**src/rtl/core/ccp_pkg.sv**
```systemverilog
// ccp_pkg: shared types and constants for the clipped coulomb potential block
// no dependencies
`default_nettype none
package ccp_pkg;
  localparam int CoordW = 17;
  localparam int SqW    = 37;   // sum of three squares, up to 3*196606^2 < 2^37
  localparam int RecW   = 32;   // reciprocal in q12, clipped to 32-bit cutoff
  localparam int ResW   = 48;
  localparam int QW     = 57;   // floor(2^56 / s)

  typedef enum logic [0:0] {
    REG_CUTOFF = 1'b0,
    REG_SHIFT  = 1'b1
  } cfg_reg_t;

  // squared distances handed from front to back
  typedef struct packed {
    logic [SqW-1:0] s0;
    logic [SqW-1:0] s1;
    logic [SqW-1:0] sp;
  } sq_item_t;
endpackage
`default_nettype wire

```
**src/rtl/core/ccp_queue.sv**
```systemverilog
// ccp_queue: two-entry register queue between front and back
// depends on ccp_pkg
`default_nettype none
module ccp_queue import ccp_pkg::*; (
  input  wire logic     clk,
  input  wire logic     rst_n,
  input  wire logic     wr_vld,
  input  sq_item_t      wr_item,
  output logic          rd_vld,
  output sq_item_t      rd_item
);
  // back never stalls, so the queue drains one entry per cycle
  sq_item_t mem_r [2];
  logic     wp_r, rp_r;
  logic [1:0] cnt_r;

  always_ff @(posedge clk) begin
    if (!rst_n) begin
      wp_r <= 1'b0;
      rp_r <= 1'b0;
      cnt_r <= '0;
    end else begin
      if (wr_vld) wp_r <= ~wp_r;
      if (cnt_r != 2'd0) rp_r <= ~rp_r;
      cnt_r <= cnt_r + {1'b0, wr_vld} - {1'b0, cnt_r != 2'd0};
    end
    if (wr_vld) mem_r[wp_r] <= wr_item;
  end

  assign rd_vld  = cnt_r != 2'd0;
  assign rd_item = mem_r[rp_r];
endmodule
`default_nettype wire

```
**config.mk**
```make
export PLATFORM = sky130hd
export DESIGN_NAME = ccp_queue
export DESIGN_NICKNAME = d
export VERILOG_FILES = /design/src/rtl/core/ccp_pkg.sv /design/src/rtl/core/ccp_queue.sv
export SDC_FILE = /design/constraint.sdc
export NUM_CORES = 1
export LEC_CHECK = 0
export BUFFER_PORTS_ARGS = -buffer_cell sky130_fd_sc_hd__buf_2
export CORE_ASPECT_RATIO = 0.6
export CORE_MARGIN = 3
export CORE_UTILIZATION = 52
export DETAILED_ROUTE_END_ITERATION = 8
export GPL_TIMING_DRIVEN = 0
export PLACE_DENSITY_LB_ADDON = 0.1
export SLEW_MARGIN = 25
export SYNTH_ARGS = -nofsm -noshare
export SYNTH_HDL_FRONTEND = slang
export SYNTH_SLANG_ARGS = --single-unit
export TNS_END_PERCENT = 1
```
**constraint.sdc**
```tcl
create_clock -name clk -period 8.2 [get_ports clk]
set_input_delay 1.23 -clock clk [delete_from_list [all_inputs] [get_ports clk]]
set_output_delay 1.23 -clock clk [all_outputs]
set_load 0.01 [all_outputs]
```
# [Word level (Yosys, flattened, before mapping)]
# Memory sizes are Yosys's and may differ from the RTL's. A register that Yosys moved wholly into a read port is not among the register bits.
# Cells that the tools add are included.
[word_totals] reg_bits=4 ramBits=222 in_bits=114 elab_cells=13 n_memories=1
[mem_list] memory="mem_r" depth=2 word_bits=111 rd=1 rd_clocked_by_memory_dff=1 write_ports=1 line_no="ccp_queue.sv:13" rtl="sq_item_t mem_r [2];"
[op_classes] addsub=2 mux=4 n_bitwise=2 n_reduce_logical=1
[ops] operator="two-way mux 1 bit" n=4
[ops] operator="adder 2 x 1 -> 2 bit" n=1
[ops] operator="inverter 1 bit" n=2
[ops] operator="nonzero test 2 bit" n=1
[ops] operator="subtractor 2 x 1 -> 2 bit" n=1

# [Depth between registers and ports, before layout]
[depth] depth_word=3 depth_mapped=4 mapped_depth_nobuf=4

# [Worst setup path after synthesis]
# No wires, ideal clock.
[synth_timing] path_type="input port to flip-flop" startpoint="input port wr_vld" endpoint="memory mem_r[0][0] in the netlist's numbering, enable pin" setup_ns=0.596 t_arrival_ns=6.083 t_required_ns=7.604 path_slack_ns=1.521 stages=1 cell_sequence="nor2b_1"
[synth_between] elab_chain_len=2
[synth_rtl] item="start: declaration" line_no="ccp_queue.sv:7" rtl="input wire logic wr_vld,"
[synth_rtl] item="two-way mux 1 bit" line_no="ccp_queue.sv:27" rtl="if (wr_vld) mem_r[wp_r] <= wr_item;"
[synth_rtl] item="two-way mux 1 bit (implied by the code)" line_no="ccp_queue.sv:27"
[synth_rtl] item="end: declaration" line_no="ccp_queue.sv:13"
# Every way passes these cells.

==> flow_summary.html <==
<table>
<tr><th>Metric</th><th>Value</th></tr>
<tr><th colspan="2">Run status</th></tr>
<tr><td>Run status</td><td>finished clean</td></tr>
<tr><th colspan="2">Floorplanning</th></tr>
<tr><td>IO Count</td><td>226</td></tr>
<tr><td>Standard cell core area</td><td>14970 µm²</td></tr>
<tr><td>Std-Cell Rows</td><td>34</td></tr>
<tr><td>Chip Height</td><td>103.5 µm</td></tr>
<tr><td>Floorplan die area</td><td>17450 µm²</td></tr>
<tr><td>DIE WIDTH</td><td>168.6 µm</td></tr>
<tr><td>Starting density of the core</td><td>0.5506</td></tr>
<tr><th colspan="2">Clocking</th></tr>
<tr><td>Clock tree from TritonCTS</td><td>done</td></tr>
<tr><td>Clock Root Buffer</td><td>sky130_fd_sc_hd__clkbuf_16</td></tr>
<tr><td>Clock-pin slew reported for the worst setup and hold paths after clock tree synthesis</td><td>0.06 ns</td></tr>
<tr><td>Number of buffers inserted during clock tree synthesis</td><td>21</td></tr>
<tr><td>Setup bufs post-CTS</td><td>0</td></tr>
<tr><td>Worst skew pair latency</td><td>0.47 ns</td></tr>
<tr><td>Clock buffer depth</td><td>3</td></tr>
<tr><td>CTS Sinks</td><td>227</td></tr>
<tr><td>Count of cells resized by post-cts repair</td><td>0</td></tr>
<tr><td>Number of levels in the clock H-tree</td><td>1</td></tr>
<tr><td>Number of hold-repair buffers added at the cts stage</td><td>0</td></tr>
<tr><th colspan="2">Drt</th></tr>
<tr><td>DRC violation count after routing</td><td>0</td></tr>
<tr><td>Drt initial violations</td><td>277</td></tr>
<tr><td>Final Routed Wirelength</td><td>15750 µm</td></tr>
<tr><td>Vias after detailed routing</td><td>4277</td></tr>
<tr><td>Count of nets left with antenna violations after detail routing</td><td>0</td></tr>
<tr><td>Via-per-instance ratio</td><td>5.134</td></tr>
<tr><td>Initial DRT Pass Iterations</td><td>4</td></tr>
<tr><td>Routed length per instance</td><td>18.91 µm</td></tr>
<tr><th colspan="2">Critical path</th></tr>
<tr><td>Crit path largest cell delay</td><td>0.37 ns</td></tr>
<tr><td>Number of buffer and inverter stages on the critical path</td><td>3</td></tr>
<tr><td>Largest driver fanout on the critical path</td><td>10</td></tr>
<tr><td>Chain of cells forming the critical path</td><td>buf_6, buf_6, mux2_2, buf_2</td></tr>
<tr><td>Most common cell type on the critical path</td><td>sky130_fd_sc_hd__buf_6</td></tr>
<tr><td>Crit-path leading delay family</td><td>buffers and inverters</td></tr>
<tr><td>CP max-delay cell</td><td>sky130_fd_sc_hd__dfxtp_1</td></tr>
<tr><td>Critical Path AT</td><td>1.74 ns</td></tr>
<tr><td>Required arrival time at the worst endpoint</td><td>6.97 ns</td></tr>
<tr><td>Nature of the critical path endpoint</td><td>output port</td></tr>
<tr><td>Category of the critical setup timing path</td><td>flop to output port</td></tr>
<tr><td>CP startpoint kind</td><td>flop</td></tr>
<tr><th colspan="2">Run</th></tr>
<tr><td>Number of max-capacitance violations reported</td><td>0</td></tr>
<tr><th colspan="2">Pwr</th></tr>
<tr><td>Ratio of total power to cell area</td><td>237.1 nW/µm²</td></tr>
<tr><td>Switching portion of total power</td><td>0.2048</td></tr>
<tr><td>Net switching power</td><td>0.5071 mW</td></tr>
<tr><td>Power Internal</td><td>1.969 mW</td></tr>
<tr><td>Combinational group share of total power</td><td>0.096</td></tr>
<tr><td>Sequential group share of total power</td><td>0.546</td></tr>
<tr><td>Leakage power total</td><td>3.950 nW</td></tr>
<tr><td>Largest voltage drop on the vdd net</td><td>0.1643 mV</td></tr>
<tr><td>Clock power frac</td><td>0.359</td></tr>
<tr><th colspan="2">Timing</th></tr>
<tr><td>Count of final max-slew check failures</td><td>0</td></tr>
<tr><td>Max Freq</td><td>336.9 MHz</td></tr>
<tr><td>Clock skew</td><td>0.008742 ns</td></tr>
<tr><td>Post-route clock period utilization</td><td>0.3620</td></tr>
<tr><td>Rel. slew slack</td><td>0.5820</td></tr>
<tr><td>Final hold viol count</td><td>0</td></tr>
<tr><td>Min Hold Slack</td><td>0.5655 ns</td></tr>
<tr><td>Final Critical Period</td><td>2.968 ns</td></tr>
<tr><td>Pin slew with the least headroom to its limit</td><td>0.6257 ns</td></tr>
<tr><td>Final Setup Violations</td><td>0</td></tr>
<tr><td>Setup repair after global routing missed its margin</td><td>false</td></tr>
<tr><th colspan="2">Finish</th></tr>
<tr><td>Number of nets in the layout</td><td>736</td></tr>
<tr><td>Post-route non-filler standard cell count</td><td>833</td></tr>
<tr><td>Commonest non-fill, non-tap cells in the layout</td><td>sky130_fd_sc_hd__buf_2 (227), sky130_fd_sc_hd__edfxtp_1 (222), sky130_fd_sc_hd__mux2_2 (111), sky130_fd_sc_hd__clkbuf_16 (21), sky130_fd_sc_hd__buf_6 (10)</td></tr>
<tr><td>Area of the multi-input gates</td><td>1365 µm²</td></tr>
<tr><td>FF+latch area</td><td>6766 µm²</td></tr>
<tr><td>Final core utilization</td><td>0.6974</td></tr>
<tr><td>Number of filler cells placed in the layout</td><td>991</td></tr>
<tr><td>Most common cell after layout, fill and taps aside</td><td>sky130_fd_sc_hd__buf_2</td></tr>
<tr><td>P&amp;R area growth vs syn</td><td>26.67%</td></tr>
<tr><td>Fraction of layout cells with a size suffix above 1</td><td>0.6114</td></tr>
<tr><th colspan="2">Logic synthesis</th></tr>
<tr><td>Post-synthesis cell type with the largest combined area</td><td>sky130_fd_sc_hd__edfxtp_1</td></tr>
<tr><td>Cell types occupying the most area after synthesis</td><td>sky130_fd_sc_hd__edfxtp_1 (81%), sky130_fd_sc_hd__mux2_2 (15%), sky130_fd_sc_hd__buf_6 (1.4%)</td></tr>
<tr><td>Distinct cell type count after synthesis</td><td>16</td></tr>
<tr><td>Synthesized instance count</td><td>366</td></tr>
<tr><td>Post-synthesis area per instance</td><td>22.53 µm²</td></tr>
<tr><td>YS warnings</td><td>0</td></tr>
<tr><td>Mapped cell area</td><td>8244 µm²</td></tr>
<tr><td>Net count of the mapped netlist</td><td>481</td></tr>
<tr><td>Area share of the largest cell type after synthesis</td><td>0.8086</td></tr>
<tr><td>Sequential share of the synthesized area</td><td>0.8208</td></tr>
<tr><td>Number of synthesized register bits</td><td>227</td></tr>
<tr><th colspan="2">Global routing</th></tr>
<tr><td>First-pass GRT wire length</td><td>24270 µm</td></tr>
<tr><td>Sum of overflow across all layers after global routing</td><td>0</td></tr>
<tr><td>Vias in the first global route</td><td>4540</td></tr>
<tr><td>Total global routing track utilization</td><td>0.1767</td></tr>
<tr><td>Maximum number of pins on one net before global-route repair</td><td>44</td></tr>
<tr><td>Initial antenna violation count</td><td>3</td></tr>
<tr><th colspan="2">Min path</th></tr>
<tr><td>Type of the most critical hold path</td><td>flop to flop</td></tr>
<tr><th colspan="2">Placed design</th></tr>
<tr><td>Placed Cells incl. Taps</td><td>796</td></tr>
<tr><td>DPL Wire Length</td><td>11270 µm</td></tr>
<tr><td>Port Buf Inserts</td><td>225</td></tr>
<tr><td>Placer's final routability congestion estimate</td><td>0.7418</td></tr>
</table>
metrics by stage:
step,worst slack [ns],setup TNS (ns),total power [mW],cell area (µm²)
3_3_place_gp,-1.159,-128.78,1.605,9618
3_5_place_dp,5.329,0,1.617,9806
6_report,5.232,0,2.476,10440
4_1_cts,5.194,0,2.507,10440
5_1_grt,5.141,0,2.576,10440
2_1_floorplan,1.521,0,1.502,8244
cell families after synthesis:
kind of cell	share of synthesized area
and+or+nand+nor	0.008501
AOI/OAI and AO/OA	0.001517
muxes	0.1528
adders and majority gates	0.001517
DFF	0.8208
buffers and inverters	0.01487
synthesized netlist by cell type:
cell type                  count
sky130_fd_sc_hd__nand2b_1      1
sky130_fd_sc_hd__mux2_2      111
sky130_fd_sc_hd__dfxtp_1       5
sky130_fd_sc_hd__ha_1          1
sky130_fd_sc_hd__or2_2         1
sky130_fd_sc_hd__buf_6        10
sky130_fd_sc_hd__buf_2         2
sky130_fd_sc_hd__nand2_1       2
sky130_fd_sc_hd__or3_1         1
sky130_fd_sc_hd__edfxtp_1    222
sky130_fd_sc_hd__mux2i_1       1
sky130_fd_sc_hd__o21ai_0       1
sky130_fd_sc_hd__and2_1        2
sky130_fd_sc_hd__o21a_1        1
sky130_fd_sc_hd__and3_1        2
sky130_fd_sc_hd__nor2b_1       3
area by class of cell:
| type | count | share of cell area |
|---|---|---|
| clock inverters | 4 | 0.001797 |
| flip-flops and latches | 227 | 0.6480 |
| well taps | 198 | 0.02372 |
| multi-input cells | 127 | 0.1307 |
| repair buffers | 232 | 0.1249 |
| clock buffers | 31 | 0.05871 |
| plain buffers | 12 | 0.01174 |
| diodes | 2 | 0.0004793 |
state kept, by name (all words and copies together) (netlist names), named ones only:
signal	flops
wp_r	1
rp_r	1
cnt_r	2
mem_r	222
layer usage:
layer	wire length (µm)	vias up	GRT usage
li1	-	1973	-
met1	6336	2129	0.2289
met2	7762	147	0.2947
met3	1399	22	0.06129
met4	219	6	0.03386
met5	36	-	0
worst register-to-register path: stages (launching register included):
cell and delay (ns):
sky130_fd_sc_hd__dfxtp_1 0.35, sky130_fd_sc_hd__nor2b_4 0.52, sky130_fd_sc_hd__buf_16 0.25, sky130_fd_sc_hd__buf_16 0.20, sky130_fd_sc_hd__buf_16 0.19
power groups by stage:
stage,Combinational (mW),Clock [mW],Sequential (mW)
2_1_floorplan,0.122,0,1.38
3_3_place_gp,0.220,0,1.39
3_5_place_dp,0.241,0,1.38
4_1_cts,0.242,0.913,1.35
5_1_grt,0.257,0.964,1.36
6_report,0.237,0.888,1.35
path summary, 6_finish.rpt:
check,from,to,slack [ns],depth (start not counted)
worst max-delay path,flop,rd_item[93],5.23,4
worst min register to register,cnt_r[1],cnt_r[1],0.57,2
worst max register to register,wp_r,mem_r[0][53],6.39,4
worst min-delay path,cnt_r[1],cnt_r[1],0.57,2
Power figures use the tool's default switching activity.
